<file path="src/rtl/tnrp_pkg.sv">
// tnrp_pkg: shared codes, result types and helpers of the telnet receive parser
`timescale 1ns / 1ps
package tnrp_pkg;

  // telnet command bytes
  localparam logic [7:0] B_IAC  = 8'd255;
  localparam logic [7:0] B_DONT = 8'd254;
  localparam logic [7:0] B_DO   = 8'd253;
  localparam logic [7:0] B_WONT = 8'd252;
  localparam logic [7:0] B_WILL = 8'd251;
  localparam logic [7:0] B_SB   = 8'd250;
  localparam logic [7:0] B_GA   = 8'd249;
  localparam logic [7:0] B_AYT  = 8'd246;
  localparam logic [7:0] B_DM   = 8'd242;
  localparam logic [7:0] B_SE   = 8'd240;

  // result kinds
  localparam logic [2:0] K_DATA  = 3'd0;
  localparam logic [2:0] K_REPLY = 3'd1;
  localparam logic [2:0] K_EVENT = 3'd2;
  localparam logic [2:0] K_AYT   = 3'd3;
  localparam logic [2:0] K_SBYTE = 3'd4;
  localparam logic [2:0] K_SEND  = 3'd5;
  localparam logic [2:0] K_ERR   = 3'd6;

  // error codes
  localparam logic [2:0] E_NONE     = 3'd0;
  localparam logic [2:0] E_BADSB    = 3'd1;
  localparam logic [2:0] E_GA       = 3'd2;
  localparam logic [2:0] E_UNKNOWN  = 3'd3;
  localparam logic [2:0] E_OVERFLOW = 3'd4;
  localparam logic [2:0] E_STRAY    = 3'd5;

  // configuration register indexes
  localparam logic [2:0] REG_REGISTERED = 3'd0;
  localparam logic [2:0] REG_LOCAL_SUP  = 3'd1;
  localparam logic [2:0] REG_REMOTE_SUP = 3'd2;
  localparam logic [2:0] REG_SUBNEG_SUP = 3'd3;
  localparam logic [2:0] REG_SUBNEG_LIM = 3'd4;
  localparam logic [2:0] REG_CMD_EVENTS = 3'd5;

  localparam int unsigned MAX_RES = 3;

  typedef struct packed {
    logic [2:0] kind;
    logic [7:0] value;
    logic [7:0] reply;
    logic [2:0] err;
  } res_t;

  // all results caused by one byte
  typedef struct packed {
    logic [1:0]          cnt;
    res_t [MAX_RES-1:0]  item;
  } bundle_t;

  typedef struct packed {
    logic [63:0] registered;
    logic [63:0] local_sup;
    logic [63:0] remote_sup;
    logic [63:0] subneg_sup;
    logic [11:0] subneg_lim;
    logic [15:0] cmd_events;
  } cfg_t;

  function automatic res_t mk_res(logic [2:0] kind, logic [7:0] value,
                                  logic [7:0] reply, logic [2:0] err);
    res_t r;
    r.kind  = kind;
    r.value = value;
    r.reply = reply;
    r.err   = err;
    return r;
  endfunction

endpackage

</file>
<file path="src/rtl/tnrp_opt_mem.sv">
// tnrp_opt_mem: per-option enabled table, registered read with write forwarding
`timescale 1ns / 1ps
module tnrp_opt_mem
  import tnrp_pkg::*;
#(
  parameter int NUM_OPTIONS = 64,
  parameter int IDX_W = (NUM_OPTIONS > 1) ? $clog2(NUM_OPTIONS) : 1
) (
  input  logic             clk,
  input  logic             rst_n,
  input  logic             rd_en,
  input  logic [IDX_W-1:0] rd_addr,
  output logic [1:0]       rd_data,
  input  logic             wr_en,
  input  logic [IDX_W-1:0] wr_addr,
  input  logic [1:0]       wr_data
);

  logic [1:0]             mem [NUM_OPTIONS];
  logic [NUM_OPTIONS-1:0] vld_r;
  logic [1:0]             rd_data_r;
  logic [IDX_W-1:0]       hold_addr_r;

  always_ff @(posedge clk) begin
    if (wr_en) begin
      mem[wr_addr] <= wr_data;
    end
  end

  // valid bits stand in for a clearing pass
  always_ff @(posedge clk) begin
    if (!rst_n) begin
      vld_r <= '0;
    end else if (wr_en) begin
      vld_r[wr_addr] <= 1'b1;
    end
  end

  // read data keeps tracking writes to the held address
  always_ff @(posedge clk) begin
    if (rd_en) begin
      hold_addr_r <= rd_addr;
      if (wr_en && wr_addr == rd_addr) begin
        rd_data_r <= wr_data;
      end else if (!vld_r[rd_addr]) begin
        rd_data_r <= 2'b00;
      end else begin
        rd_data_r <= mem[rd_addr];
      end
    end else if (wr_en && wr_addr == hold_addr_r) begin
      rd_data_r <= wr_data;
    end
  end

  assign rd_data = rd_data_r;

endmodule

</file>
<file path="src/rtl/tnrp_parser.sv">
// tnrp_parser: telnet byte state machine, negotiation and subnegotiation handling
`timescale 1ns / 1ps
module tnrp_parser
  import tnrp_pkg::*;
#(
  parameter int NUM_OPTIONS = 64,
  parameter int IDX_W = (NUM_OPTIONS > 1) ? $clog2(NUM_OPTIONS) : 1
) (
  input  logic             clk,
  input  logic             rst_n,
  input  logic             fire,
  input  logic [7:0]       rx_byte,
  input  logic [1:0]       tbl_data,
  input  cfg_t             cfg,
  output bundle_t          bundle,
  output logic             tbl_wr_en,
  output logic [IDX_W-1:0] tbl_wr_addr,
  output logic [1:0]       tbl_wr_data
);

  typedef enum logic [2:0] {
    ST_NORMAL, ST_IAC, ST_OPTNEG, ST_SBOPT, ST_SB, ST_SBIAC
  } pst_t;

  pst_t        state_r, state_nxt;
  logic [7:0]  cmd_r, cmd_nxt;
  logic [7:0]  opt_r, opt_nxt;
  logic        acc_r, acc_nxt;
  logic [11:0] cnt_r, cnt_nxt;

  function automatic logic [11:0] sat_add(logic [11:0] c, logic [1:0] inc);
    logic [12:0] s;
    s = {1'b0, c} + {11'd0, inc};
    return (s > 13'd4095) ? 12'd4095 : s[11:0];
  endfunction

  always_comb begin
    logic [1:0] n;
    logic       known;
    logic       remote;
    logic       want;
    logic       cur;
    logic       en;
    logic       sup;
    logic       full;
    logic [1:0] new_ent;

    n         = 2'd0;
    bundle    = '0;
    state_nxt = state_r;
    cmd_nxt   = cmd_r;
    opt_nxt   = opt_r;
    acc_nxt   = acc_r;
    cnt_nxt   = cnt_r;
    tbl_wr_en   = 1'b0;
    tbl_wr_addr = rx_byte[IDX_W-1:0];
    tbl_wr_data = tbl_data;

    known  = ({1'b0, rx_byte} < 9'(NUM_OPTIONS)) && (rx_byte[7:6] == 2'b00)
             && cfg.registered[rx_byte[5:0]];
    remote = (cmd_r == B_WILL) || (cmd_r == B_WONT);
    want   = (cmd_r == B_WILL) || (cmd_r == B_DO);
    cur    = remote ? tbl_data[1] : tbl_data[0];
    sup    = (rx_byte[7:6] == 2'b00)
             && (remote ? cfg.remote_sup[rx_byte[5:0]] : cfg.local_sup[rx_byte[5:0]]);
    en     = want && sup;
    full   = (cfg.subneg_lim != 12'd0) && (cnt_r >= cfg.subneg_lim);
    new_ent = tbl_data;
    if (remote) begin
      new_ent[1] = en;
    end else begin
      new_ent[0] = en;
    end

    case (state_r)
      ST_NORMAL: begin
        if (rx_byte == B_IAC) begin
          state_nxt = ST_IAC;
        end else begin
          bundle.item[n] = mk_res(K_DATA, rx_byte, 8'd0, E_NONE);
          n = n + 2'd1;
        end
      end
      ST_IAC: begin
        if (rx_byte == B_WILL || rx_byte == B_WONT || rx_byte == B_DO
            || rx_byte == B_DONT) begin
          cmd_nxt   = rx_byte;
          state_nxt = ST_OPTNEG;
        end else if (rx_byte == B_SB) begin
          cmd_nxt   = rx_byte;
          state_nxt = ST_SBOPT;
        end else begin
          if (rx_byte == B_IAC) begin
            bundle.item[n] = mk_res(K_DATA, rx_byte, 8'd0, E_NONE);
            n = n + 2'd1;
          end else if (rx_byte == B_SE) begin
            bundle.item[n] = mk_res(K_ERR, rx_byte, 8'd0, E_BADSB);
            n = n + 2'd1;
          end else if (rx_byte == B_GA) begin
            bundle.item[n] = mk_res(K_ERR, rx_byte, 8'd0, E_GA);
            n = n + 2'd1;
          end else if (rx_byte == B_AYT) begin
            bundle.item[n] = mk_res(K_AYT, rx_byte, 8'd0, E_NONE);
            n = n + 2'd1;
          end else if (rx_byte != B_DM && rx_byte >= B_SE
                       && cfg.cmd_events[rx_byte[3:0]]) begin
            bundle.item[n] = mk_res(K_EVENT, rx_byte, 8'd0, E_NONE);
            n = n + 2'd1;
          end
          state_nxt = ST_NORMAL;
          cmd_nxt   = 8'd0;
          opt_nxt   = 8'd0;
          acc_nxt   = 1'b0;
          cnt_nxt   = 12'd0;
        end
      end
      ST_OPTNEG: begin
        if (known) begin
          if (want != cur) begin
            tbl_wr_en   = 1'b1;
            tbl_wr_data = new_ent;
            bundle.item[n] = mk_res(K_REPLY, rx_byte,
                                    remote ? (en ? B_DO : B_DONT) : (en ? B_WILL : B_WONT),
                                    E_NONE);
            n = n + 2'd1;
          end
        end else begin
          bundle.item[n] = mk_res(K_ERR, rx_byte, 8'd0, E_UNKNOWN);
          n = n + 2'd1;
          if (want) begin
            bundle.item[n] = mk_res(K_REPLY, rx_byte, remote ? B_DONT : B_WONT, E_NONE);
            n = n + 2'd1;
          end
        end
        state_nxt = ST_NORMAL;
        cmd_nxt   = 8'd0;
        opt_nxt   = 8'd0;
        acc_nxt   = 1'b0;
        cnt_nxt   = 12'd0;
      end
      ST_SBOPT: begin
        opt_nxt = rx_byte;
        acc_nxt = known && cfg.subneg_sup[rx_byte[5:0]] && (tbl_data != 2'b00);
        if (!acc_nxt) begin
          bundle.item[n] = mk_res(K_ERR, rx_byte, 8'd0, E_BADSB);
          n = n + 2'd1;
        end
        cnt_nxt   = 12'd0;
        state_nxt = ST_SB;
      end
      ST_SB: begin
        if (rx_byte == B_IAC) begin
          state_nxt = ST_SBIAC;
        end else if (full) begin
          bundle.item[n] = mk_res(K_ERR, opt_r, 8'd0, E_OVERFLOW);
          n = n + 2'd1;
          state_nxt = ST_NORMAL;
          cmd_nxt   = 8'd0;
          opt_nxt   = 8'd0;
          acc_nxt   = 1'b0;
          cnt_nxt   = 12'd0;
        end else begin
          cnt_nxt = sat_add(cnt_r, 2'd1);
          if (acc_r) begin
            bundle.item[n] = mk_res(K_SBYTE, rx_byte, 8'd0, E_NONE);
            n = n + 2'd1;
          end
        end
      end
      ST_SBIAC: begin
        if (rx_byte == B_SE || full) begin
          if (rx_byte == B_SE) begin
            if (acc_r) begin
              bundle.item[n] = mk_res(K_SEND, opt_r, 8'd0, E_NONE);
              n = n + 2'd1;
            end
          end else begin
            bundle.item[n] = mk_res(K_ERR, opt_r, 8'd0, E_OVERFLOW);
            n = n + 2'd1;
          end
          state_nxt = ST_NORMAL;
          cmd_nxt   = 8'd0;
          opt_nxt   = 8'd0;
          acc_nxt   = 1'b0;
          cnt_nxt   = 12'd0;
        end else begin
          // escaped or stray 0xff, a stray command byte follows it
          if (acc_r) begin
            bundle.item[n] = mk_res(K_SBYTE, B_IAC, 8'd0, E_NONE);
            n = n + 2'd1;
          end
          if (rx_byte != B_IAC) begin
            bundle.item[n] = mk_res(K_ERR, rx_byte, 8'd0, E_STRAY);
            n = n + 2'd1;
            if (acc_r) begin
              bundle.item[n] = mk_res(K_SBYTE, rx_byte, 8'd0, E_NONE);
              n = n + 2'd1;
            end
            cnt_nxt = sat_add(cnt_r, 2'd2);
          end else begin
            cnt_nxt = sat_add(cnt_r, 2'd1);
          end
          state_nxt = ST_SB;
        end
      end
      default: begin
        state_nxt = ST_NORMAL;
        cmd_nxt   = 8'd0;
        opt_nxt   = 8'd0;
        acc_nxt   = 1'b0;
        cnt_nxt   = 12'd0;
      end
    endcase
    bundle.cnt = n;
    tbl_wr_en  = tbl_wr_en & fire;
  end

  always_ff @(posedge clk) begin
    if (!rst_n) begin
      state_r <= ST_NORMAL;
      cmd_r   <= 8'd0;
      opt_r   <= 8'd0;
      acc_r   <= 1'b0;
      cnt_r   <= 12'd0;
    end else if (fire) begin
      state_r <= state_nxt;
      cmd_r   <= cmd_nxt;
      opt_r   <= opt_nxt;
      acc_r   <= acc_nxt;
      cnt_r   <= cnt_nxt;
    end
  end

endmodule

</file>
<file path="src/rtl/tnrp_result_buf.sv">
// tnrp_result_buf: holds the results of one byte and hands them out one beat at a time
`timescale 1ns / 1ps
module tnrp_result_buf
  import tnrp_pkg::*;
(
  input  logic       clk,
  input  logic       rst_n,
  input  logic       load,
  input  bundle_t    bundle,
  output logic       ready,
  output logic       out_valid,
  input  logic       out_stall,
  output logic [2:0] out_kind,
  output logic [7:0] out_value,
  output logic [7:0] out_reply_command,
  output logic [2:0] out_err_code,
  output logic       out_last
);

  res_t [MAX_RES-1:0] items_r;
  logic [1:0]         cnt_r;
  logic [1:0]         idx_r;
  logic               is_last;
  logic               drain;

  assign out_valid = (cnt_r != 2'd0);
  assign is_last   = (idx_r + 2'd1 == cnt_r);
  assign drain     = out_valid && !out_stall;
  assign ready     = !out_valid || (drain && is_last);

  always_ff @(posedge clk) begin
    if (load) begin
      items_r <= bundle.item;
    end
  end

  always_ff @(posedge clk) begin
    if (!rst_n) begin
      cnt_r <= 2'd0;
      idx_r <= 2'd0;
    end else if (load) begin
      cnt_r <= bundle.cnt;
      idx_r <= 2'd0;
    end else if (drain) begin
      if (is_last) begin
        cnt_r <= 2'd0;
        idx_r <= 2'd0;
      end else begin
        idx_r <= idx_r + 2'd1;
      end
    end
  end

  assign out_kind          = items_r[idx_r].kind;
  assign out_value         = items_r[idx_r].value;
  assign out_reply_command = items_r[idx_r].reply;
  assign out_err_code      = items_r[idx_r].err;
  assign out_last          = is_last;

endmodule

</file>
<file path="src/rtl/telnet_receive_parser.sv">
// telnet_receive_parser: top level of the telnet receive byte parser
`timescale 1ns / 1ps
//
//  channel   direction  ports                                       handshake
//  in        input      in_rx_byte                                  in_valid / in_stall
//  out       output     out_kind out_value out_reply_command        out_valid / out_stall
//                       out_err_code out_last
//  cfg       input      cfg_index cfg_wdata                         cfg_wr_en
//
//  while out_stall is low, a byte is taken every cycle if each byte gives at most
//  one result, and a byte that gives k results holds the output for k beats, as the
//  result buffer hands out one beat per cycle. option table read is issued at input
//  accept and its registered data is used by the parser when the byte in the holding
//  stage fires. synchronous reset clears the parser, the option table valid bits and
//  the configuration registers; there is no clearing pass. out_stall backs up into
//  in_stall within the same cycle once the holding stage is full.
//
module telnet_receive_parser
  import tnrp_pkg::*;
#(
  parameter int NUM_OPTIONS = 64
) (
  input  logic        clk,
  input  logic        rst_n,
  // input byte channel
  input  logic        in_valid,
  output logic        in_stall,
  input  logic [7:0]  in_rx_byte,
  // result channel
  output logic        out_valid,
  input  logic        out_stall,
  output logic [2:0]  out_kind,
  output logic [7:0]  out_value,
  output logic [7:0]  out_reply_command,
  output logic [2:0]  out_err_code,
  output logic        out_last,
  // configuration writes
  input  logic        cfg_wr_en,
  input  logic [2:0]  cfg_index,
  input  logic [63:0] cfg_wdata
);

  localparam int IDX_W = (NUM_OPTIONS > 1) ? $clog2(NUM_OPTIONS) : 1;

  cfg_t             cfg_r;
  logic             s1_valid_r;
  logic [7:0]       s1_byte_r;
  logic             in_accept;
  logic             fire;
  logic             buf_ready;
  logic [1:0]       tbl_data;
  logic             tbl_wr_en;
  logic [IDX_W-1:0] tbl_wr_addr;
  logic [1:0]       tbl_wr_data;
  bundle_t          bundle;

  // configuration registers
  always_ff @(posedge clk) begin
    if (!rst_n) begin
      cfg_r <= '0;
    end else if (cfg_wr_en) begin
      case (cfg_index)
        REG_REGISTERED: cfg_r.registered <= cfg_wdata;
        REG_LOCAL_SUP:  cfg_r.local_sup  <= cfg_wdata;
        REG_REMOTE_SUP: cfg_r.remote_sup <= cfg_wdata;
        REG_SUBNEG_SUP: cfg_r.subneg_sup <= cfg_wdata;
        REG_SUBNEG_LIM: cfg_r.subneg_lim <= cfg_wdata[11:0];
        REG_CMD_EVENTS: cfg_r.cmd_events <= cfg_wdata[15:0];
        default: ;
      endcase
    end
  end

  // holding stage: byte waits here while its table entry is read
  assign fire      = s1_valid_r && buf_ready;
  assign in_stall  = s1_valid_r && !fire;
  assign in_accept = in_valid && !in_stall;

  always_ff @(posedge clk) begin
    if (!rst_n) begin
      s1_valid_r <= 1'b0;
    end else if (in_accept) begin
      s1_valid_r <= 1'b1;
    end else if (fire) begin
      s1_valid_r <= 1'b0;
    end
  end

  always_ff @(posedge clk) begin
    if (in_accept) begin
      s1_byte_r <= in_rx_byte;
    end
  end

  // local / remote enabled bits per option
  tnrp_opt_mem #(
    .NUM_OPTIONS (NUM_OPTIONS),
    .IDX_W       (IDX_W)
  ) u_opt_mem (
    .clk     (clk),
    .rst_n   (rst_n),
    .rd_en   (in_accept),
    .rd_addr (in_rx_byte[IDX_W-1:0]),
    .rd_data (tbl_data),
    .wr_en   (tbl_wr_en),
    .wr_addr (tbl_wr_addr),
    .wr_data (tbl_wr_data)
  );

  // parse, negotiate and build the results of one byte
  tnrp_parser #(
    .NUM_OPTIONS (NUM_OPTIONS),
    .IDX_W       (IDX_W)
  ) u_parser (
    .clk         (clk),
    .rst_n       (rst_n),
    .fire        (fire),
    .rx_byte     (s1_byte_r),
    .tbl_data    (tbl_data),
    .cfg         (cfg_r),
    .bundle      (bundle),
    .tbl_wr_en   (tbl_wr_en),
    .tbl_wr_addr (tbl_wr_addr),
    .tbl_wr_data (tbl_wr_data)
  );

  // up to three results per byte, one beat per cycle while out_stall is low
  tnrp_result_buf u_result_buf (
    .clk               (clk),
    .rst_n             (rst_n),
    .load              (fire),
    .bundle            (bundle),
    .ready             (buf_ready),
    .out_valid         (out_valid),
    .out_stall         (out_stall),
    .out_kind          (out_kind),
    .out_value         (out_value),
    .out_reply_command (out_reply_command),
    .out_err_code      (out_err_code),
    .out_last          (out_last)
  );

endmodule
</file>
<file path="config.mk">
export PLATFORM = sky130hd
export DESIGN_NAME = telnet_receive_parser
export DESIGN_NICKNAME = d
export VERILOG_FILES = /design/src/rtl/tnrp_pkg.sv /design/src/rtl/tnrp_opt_mem.sv /design/src/rtl/tnrp_parser.sv /design/src/rtl/tnrp_result_buf.sv /design/src/rtl/telnet_receive_parser.sv
export SDC_FILE = /design/constraint.sdc
export NUM_CORES = 1
export LEC_CHECK = 0
export BUFFER_PORTS_ARGS = -buffer_cell sky130_fd_sc_hd__buf_4
export CAP_MARGIN = 20
export CORE_MARGIN = 3
export CORE_UTILIZATION = 44
export CTS_BUF_LIST = sky130_fd_sc_hd__clkbuf_8
export CTS_CLUSTER_SIZE = 20
export DETAILED_ROUTE_END_ITERATION = 16
export PLACE_DENSITY = 0.73
export SYNTH_ARGS = -nofsm -noshare
export SYNTH_HDL_FRONTEND = slang
export SYNTH_SLANG_ARGS = --single-unit
</file>
<file path="constraint.sdc">
create_clock -name clk -period 3.5 [get_ports clk]
set_input_delay 0.175 -clock clk [delete_from_list [all_inputs] [get_ports clk]]
set_output_delay 0.175 -clock clk [all_outputs]
set_load 0.01 [all_outputs]
</file>
==> flow_summary.toml, run 1 <==
[floorplanning]
die_area_um2 = 60900
start_util = 0.448
ioPinCount = 105
die_h_um = 247
rows = 87
coreArea_um2 = 56900
die_x_um = 247

[cts]
clk_latency_ns = 0.69
cts_buffers = 91
htreeDepth = 3
clk_pin_slew_ns = 0.06
cts.path.max_buffers = 3
ctsRootBufferMaster = "clkbuf_8"
clock_sinks = 561
cts_tree = "built"

[hold_path]
hold_start = "rst_n"
hold_class = "primary input to flip-flop"
min_path_cells = 3
whs_endpoint = "u_parser.cnt_r[10]$_SDFFE_PN0P_"

[critical_path]
path_class = "flip-flop to flip-flop"
end_kind = "flip-flop"
cp_slowest_cell = "nor4_1"
crit_chain = "buf_4 -> buf_12 -> mux4_1 -> a22oi_1 -> a31oi_1 -> o211a_1 -> nand2_1 -> nor4_1"
r2r_setup_slack_ns = 0.11
r2r_cells = 8
timing.rr.start = "s1_byte_r[0]$_DFFE_PP_"
crit_fanout = 16
critPathRequiredTime_ns = 3.82
crit_path_start_kind = "flip-flop"
r2r-end = "u_opt_mem.mem[4][1]$_DFFE_PP_"
cp_slowest_stage_delay_ns = 0.66
arrival_ns = 3.71

[timing]
timing.final.crit_period_ns = 3.39
tightest_slew_ns = 1.03
finalSetupViolations = 0
setup_slack_ns = 0.106
setup-tns-final_ns = 0
final-hold-violation-count = 0
final_max_slew_viol_count = 0
grt_setup_unrepaired = "no"
fin_skew_ns = 0.0297
finalCritPeriodShare = 0.970
whs_ns = 0.0656
max-slew-margin-rel = 0.314
fmax_mhz = 295

[finish]
fill_cells = 4985
area_delta_synth_final_pct = 17.2
nNetsFinal = 2866
ff_latch_area_um2 = 13000
drive_above_1_share = 0.171
multiInputGateArea_um2 = 11500

[yosys]
yosysSeqAreaShare = 0.509
synth_flop_cell = "dfxtp_1"
synthCells = 2590
netlist_area_um2 = 25500
yosysWarnings = 0
synthArstFlopShare = 0
synth_cell_types = 82
ys_ff_latch = 561
synth_edf_count = 176
syn_area_per_cell_um2 = 9.85
syn-num-nets = 2688

[pwr]
power_leakage_uw = 0.0105
power_uw = 13600
ir_drop_mv = 0.349
p_per_area_nw_per_um2 = 454

[global_route]
grt_pass1_wl_um = 113000
grt_use_total = 0.235
grt_pass1_vias = 20190
grt_max_degree = 158
overflow = 0
antenna_found_initial = 2

[placement]
portBuffers = 104
place_ws_ns = 0.199
place_congestion = 0.944
dp_hpwl_um = 49300

[detailed_routing]
vias_per_cell = 5.79
first_iter_violations = 2139
ant_nets = 0
first_pass_iters = 6
wl_um = 72400
route.detailed.drc = 0
drt-wirelength-per-cell_um = 20.1
dr_total_vias = 20826

[flow_run]
maxCapViolCount = 0

[status]
run_status = "completed"
[logic make-up after synthesis]
family / share of synthesized area
adder cells (fa/ha/maj): 0.00883
multiplexers: 0.128
AO/OA/AOI/OAI: 0.138
XOR/XNOR: 0.00755
AND/OR/NAND/NOR: 0.168
buffers and inverters: 0.0400
flip-flops: 0.509
[cell usage in the layout (no fill, tap or decap), types with 8 or more instances in the layout]
master	Yosys	final
mux4_1	10	10
buf_12	2	11
nor2_1	78	77
nor4_1	20	20
mux4_2	106	106
dfxtp_1	385	385
nand2_1	669	667
mux2i_1	51	51
clkinv_1	1	11
clkbuf_8	0	107
buf_4	5	203
and2_1	28	26
a22oi_1	14	14
a21o_1	10	10
a31oi_1	9	9
xnor2_1	12	12
nand4_1	10	10
o21a_1	68	68
nand2b_1	22	22
and3_1	18	17
o21ai_0	42	42
xor2_1	10	10
inv_1	26	49
dlygate4sd3_1	0	75
edfxtp_1	176	176
nor2b_1	21	21
a21oi_1	344	344
nor3b_1	9	9
clkinv_2	0	14
a211oi_1	12	12
o211ai_1	9	9
nand3_1	49	48
ha_1	18	18
nor3_1	39	38
or2_2	8	8
[sequential cells by signal (all words and copies together) (netlist names)]
register	flops
u_opt_mem.mem	128
u_parser.state_r	3
u_opt_mem.rd_data	2
u_parser.opt_r	8
s1_valid_r	1
cfg_r	284
u_parser.cnt_r	12
u_opt_mem.vld_r	64
u_parser.acc_r	1
u_parser.cmd_r	8
u_result_buf.idx_r	2
s1_byte_r	8
u_result_buf.cnt_r	2
u_result_buf.items_r	38
[critical path, delay by kind of cell (launching register included)]
kind                   cells  cell delay, ns
AO/OA/AOI/OAI              3            0.94
AND/OR/NAND/NOR            2            0.90
flip-flops                 1            0.44
multiplexers               1            0.37
buffers and inverters      2            0.38
[final cells by class]
type	count	share of cell area
timing repair buffer	290	0.0836
sequential	561	0.435
clock buffer	107	0.0493
clock inverter	56	0.0111
antenna	1	0.0000837
inverter	27	0.00368
multi-input combinational	1797	0.386
tap	756	0.0316
[what timing repair did]
item | CTS | global route
setup buffers | 0 | 7
hold endpoints to repair | 295 | 0
hold buffers | 75 | 0
gates resized for setup | 0 | 3
setup endpoints to repair | 0 | 53
[synthesized netlist by cell type, drive strengths merged, types with 4 or more instances]
cell,count,area share
inv,26,0.0038
xnor2,12,0.0041
a21o,10,0.0029
o211ai,9,0.0026
o21a,68,0.020
nor2b,21,0.0051
or2,8,0.0020
nor2,79,0.012
o21ai,45,0.0090
or3,7,0.0017
o22ai,5,0.0012
a2bb2oi,4,0.0014
xor2,10,0.0034
clkbuf,152,0.022
a211o,5,0.0017
and2,28,0.0069
dfxtp,385,0.30
nand2,669,0.098
a32oi,6,0.0021
mux2,8,0.0037
a21oi,345,0.068
nor4,20,0.0049
nor3,39,0.0076
mux4,116,0.10
a22o,7,0.0024
a211oi,12,0.0035
edfxtp,176,0.21
a22oi,14,0.0041
a2111oi,7,0.0029
a221oi,4,0.0014
ha,18,0.0088
a31oi,9,0.0022
o31ai,8,0.0025
buf,53,0.014
nor3b,9,0.0026
nand3,49,0.0096
nand2b,22,0.0054
nand3b,6,0.0018
and3,18,0.0044
nand4,10,0.0025
mux2i,51,0.020
[routing by layer]
| metal | vias up | track usage | wire [um] |
|---|---|---|---|
| met1 | 10160 | 0.303 | 29400 |
| met4 | 2 | 0.0874 | 2200 |
| met5 | - | 0 | 13 |
| met2 | 909 | 0.384 | 34500 |
| met3 | 163 | 0.0568 | 6240 |
| li1 | 9592 | - | - |
[metrics by stage]
| stage | instances | util | instance area [um2] |
|---|---|---|---|
| after detailed placement | 3348 | 0.479 | 27200 |
| after global placement | 3347 | 0.479 | 27200 |
| after floorplan | 2590 | - | 25500 |
| after global routing | 3595 | 0.525 | 29900 |
| final | 3595 | 0.525 | 29900 |
| after CTS | 3586 | 0.524 | 29800 |
[where the power goes]
| part | leakage [uW] | internal, uW | switching (uW) |
|---|---|---|---|
| Clock | 0.00102 | 3000 | 2610 |
| Sequential | 0.00475 | 6800 | 57.1 |
| Combinational | 0.00475 | 438 | 651 |
[how the worst max path moves through the flow]
stage                              startpoint                                      to  slack (ns)  cells after the start
3_5_place_dp           s1_byte_r[0]$_DFFE_PP_          u_opt_mem.mem[27][0]$_DFFE_PP_        0.20                     11
2_1_floorplan  u_parser.cnt_r[0]$_SDFFE_PN0P_  u_result_buf.items_r[21]$_SDFFCE_PP0P_        0.16                     12
4_1_cts                s1_byte_r[0]$_DFFE_PP_          u_opt_mem.mem[21][0]$_DFFE_PP_        0.18                     11
6_report               s1_byte_r[0]$_DFFE_PP_           u_opt_mem.mem[4][1]$_DFFE_PP_        0.11                      8
5_1_grt                s1_byte_r[2]$_DFFE_PP_          u_parser.opt_r[5]$_SDFFE_PN0P_        0.02                     10
3_3_place_gp   u_parser.cnt_r[0]$_SDFFE_PN0P_  u_result_buf.items_r[57]$_SDFFCE_PP0P_        0.20                      9
(Power assumes the default switching activity.)
==> inputs of run 2 (changes only) <==
--- a/config.mk
+++ b/config.mk
@@ -13,6 +13,7 @@
 export CTS_CLUSTER_SIZE = 20
 export DETAILED_ROUTE_END_ITERATION = 16
 export PLACE_DENSITY = 0.73
+export RECOVER_POWER = 50
 export SYNTH_ARGS = -nofsm -noshare
 export SYNTH_HDL_FRONTEND = slang
 export SYNTH_SLANG_ARGS = --single-unit
==> constraint.sdc (replaced) <==
create_clock -name clk -period 2.9 [get_ports clk]
set_input_delay 0.145 -clock clk [delete_from_list [all_inputs] [get_ports clk]]
set_output_delay 0.145 -clock clk [all_outputs]
set_load 0.01 [all_outputs]
==> flow_summary.toml, run 2 (same netlist as run 1, synthesis figures left out) <==
[critical_path]
r2r_setup_slack_ns = -0.22
crit_top_cell = "buf_6"
startpoint = "s1_byte_r[0]$_DFFE_PP_"
r2r_cells = 12
end_kind = "flip-flop"
endpoint = "u_opt_mem.mem[50][1]$_DFFE_PP_"
cp_slowest_cell = "mux4_2"
path_class = "flip-flop to flip-flop"
timing.rr.start = "s1_byte_r[0]$_DFFE_PP_"
crit_fanout = 47
crit_chain = "buf_6 -> buf_6 -> mux4_2 -> a22o_1 -> a31oi_4 -> a31oi_4 -> buf_6 -> o21ai_4 -> buf_4 -> nor2_1 -> mux2_4 -> buf_12"
r2r-end = "u_opt_mem.mem[50][1]$_DFFE_PP_"
critPathRequiredTime_ns = 3.31
crit_path_start_kind = "flip-flop"
arrival_ns = 3.53
cp_slowest_stage_delay_ns = 0.49

[finish]
final_cell_mix = "nand2_1 (666), dfxtp_1 (383), a21oi_1 (340)"
largest_reg_flops = 284
drive_above_1_share = 0.257
regMostFlops = "cfg_r"
area_delta_synth_final_pct = 27.0
antenna_cells = 0
design_area_um2 = 32400
final_common_cell = "nand2_1"
reg_top3 = "cfg_r (284), u_opt_mem.mem (128), u_opt_mem.vld_r (64)"
nNetsFinal = 3039

[placement]
post_dp_cell_area_um2 = 28400
place_ws_ns = -0.535
portBuffers = 104
place_congestion = 0.911
dp_hpwl_um = 52500

[cts]
cts_tree = "built"
htreeDepth = 3
clk_pin_slew_ns = 0.06
ctsRootBufferMaster = "clkbuf_8"
cts.path.max_buffers = 3
clk_latency_ns = 0.70
cts_buffers = 92
clock_sinks = 561

[timing]
finalCritPeriodShare = 1.08
setup_slack_ns = -0.221
whs_ns = 0.0588
fin_skew_ns = 0.0326
grt_setup_unrepaired = "yes"
fmax_mhz = 320
final_max_slew_viol_count = 48
finalSetupViolations = 257
final-hold-violation-count = 0
timing.final.crit_period_ns = 3.12
tightest_slew_ns = 1.75
max-slew-margin-rel = -0.164

[detailed_routing]
ant_nets = 0
dr_total_vias = 21969
first_iter_violations = 2235
dr.max_layer_used = "met4"
wl_um = 78800
drt-wirelength-per-cell_um = 20.9
first_pass_iters = 5
route.detailed.drc = 0
routed-wl-met3_um = 6760
wl_met1_um = 31500
met2_length_um = 38000
vias_per_cell = 5.83

[pwr]
ir_drop_mv = 0.357
p_per_area_nw_per_um2 = 525
power_leakage_uw = 0.0117

[global_route]
antenna_found_initial = 0
grt_pass1_vias = 21552
grt_pass1_wl_um = 120000
grt_max_degree = 78
overflow = 0
grt_use_total = 0.251

[floorplanning]
ioPinCount = 105
start_util = 0.448
die_h_um = 247
rows = 87
die_x_um = 247
coreArea_um2 = 56900
die_area_um2 = 60900

[status]
violations = "max-capacitance violations, max-slew violations, negative setup slack"
run_status = "finished, violations left"

[hold_path]
hold_class = "primary input to flip-flop"

[flow_run]
maxCapViolCount = 2
==> run 2: cell count changes in the layout (fill, tap and decap cells not counted), sizes merged <==
| cell | delta |
|---|---|
| buf | +152 |
| bufbuf | +1 |
| bufinv | +1 |
| clkbuf | +22 |
| diode | -1 |
| mux2 | +1 |
| inv | +4 |
| clkinv | -9 |
| dlygate4sd3 | +2 |
==> run 2: final cells by class <==
class / count / area [um2]
fill: 4560 / 24500
sequential: 561 / 13000
multi-input combinational: 1798 / 12300
timing repair buffer: 461 / 4120
clock buffer: 113 / 1560
tap: 756 / 946
clock inverter: 52 / 364
inverter: 27 / 114
==> run 2: report_power, final <==
group / switching, uW / internal [uW] / total, uW
combinational: 905 / 674 / 1580
clock: 3270 / 3900 / 7160
sequential: 68.7 / 8210 / 8280
total: 4240 / 12800 / 17000
==> run 2: routing by layer <==
layer | vias up | global-route usage
met1 | 10738 | 0.329
met2 | 1106 | 0.416
met5 | - | 0
li1 | 9942 | -
met3 | 183 | 0.0484
met4 | 0 | 0.0908
==> run 2: worst max-delay path: cells and delay by family (launching register included) <==
| kind | cells | cell delay [ns] |
|---|---|---|
| AOI/OAI and AO/OA | 4 | 0.77 |
| buffers and inverters | 5 | 0.77 |
| DFF | 1 | 0.38 |
| muxes | 2 | 0.84 |
| and+or+nand+nor | 1 | 0.05 |
==> run 2: per-stage QoR <==
step / total power (uW) / setup TNS [ns] / util / cells
detailed placement: 9760 / -56.97 / 0.499 / 3482
global placement: 9730 / -52.58 / 0.499 / 3481
finish: 17000 / -29.63 / 0.569 / 3768
global route: 17500 / -45.53 / 0.569 / 3768
floorplan: 9160 / -7.64 / - / 2590
CTS: 17000 / -16.67 / 0.559 / 3755
==> run 2: how the worst min path moves through the flow <==
| stage | startpoint | endpoint | depth (start not counted) |
|---|---|---|---|
| floorplan | in_rx_byte[0] | s1_byte_r[0]$_DFFE_PP_ | 0 |
| global placement | in_rx_byte[6] | s1_byte_r[6]$_DFFE_PP_ | 1 |
| detailed placement | in_rx_byte[7] | s1_byte_r[7]$_DFFE_PP_ | 1 |
| CTS | cfg_index[2] | cfg_r[15]$_SDFFE_PN0P_ | 6 |
| global route | cfg_index[2] | cfg_r[14]$_SDFFE_PN0P_ | 6 |
| finish | cfg_index[2] | cfg_r[15]$_SDFFE_PN0P_ | 6 |
==> run 2: what timing repair did <==
item | in CTS | in global routing
setup endpoints to repair | 355 | 356
hold buffers | 77 | 0
cloned | 7 | 3
pin swaps | 17 | 26
endpoints found under the hold margin | 317 | 0
setup buffers | 24 | 21
gates resized for setup | 78 | 126
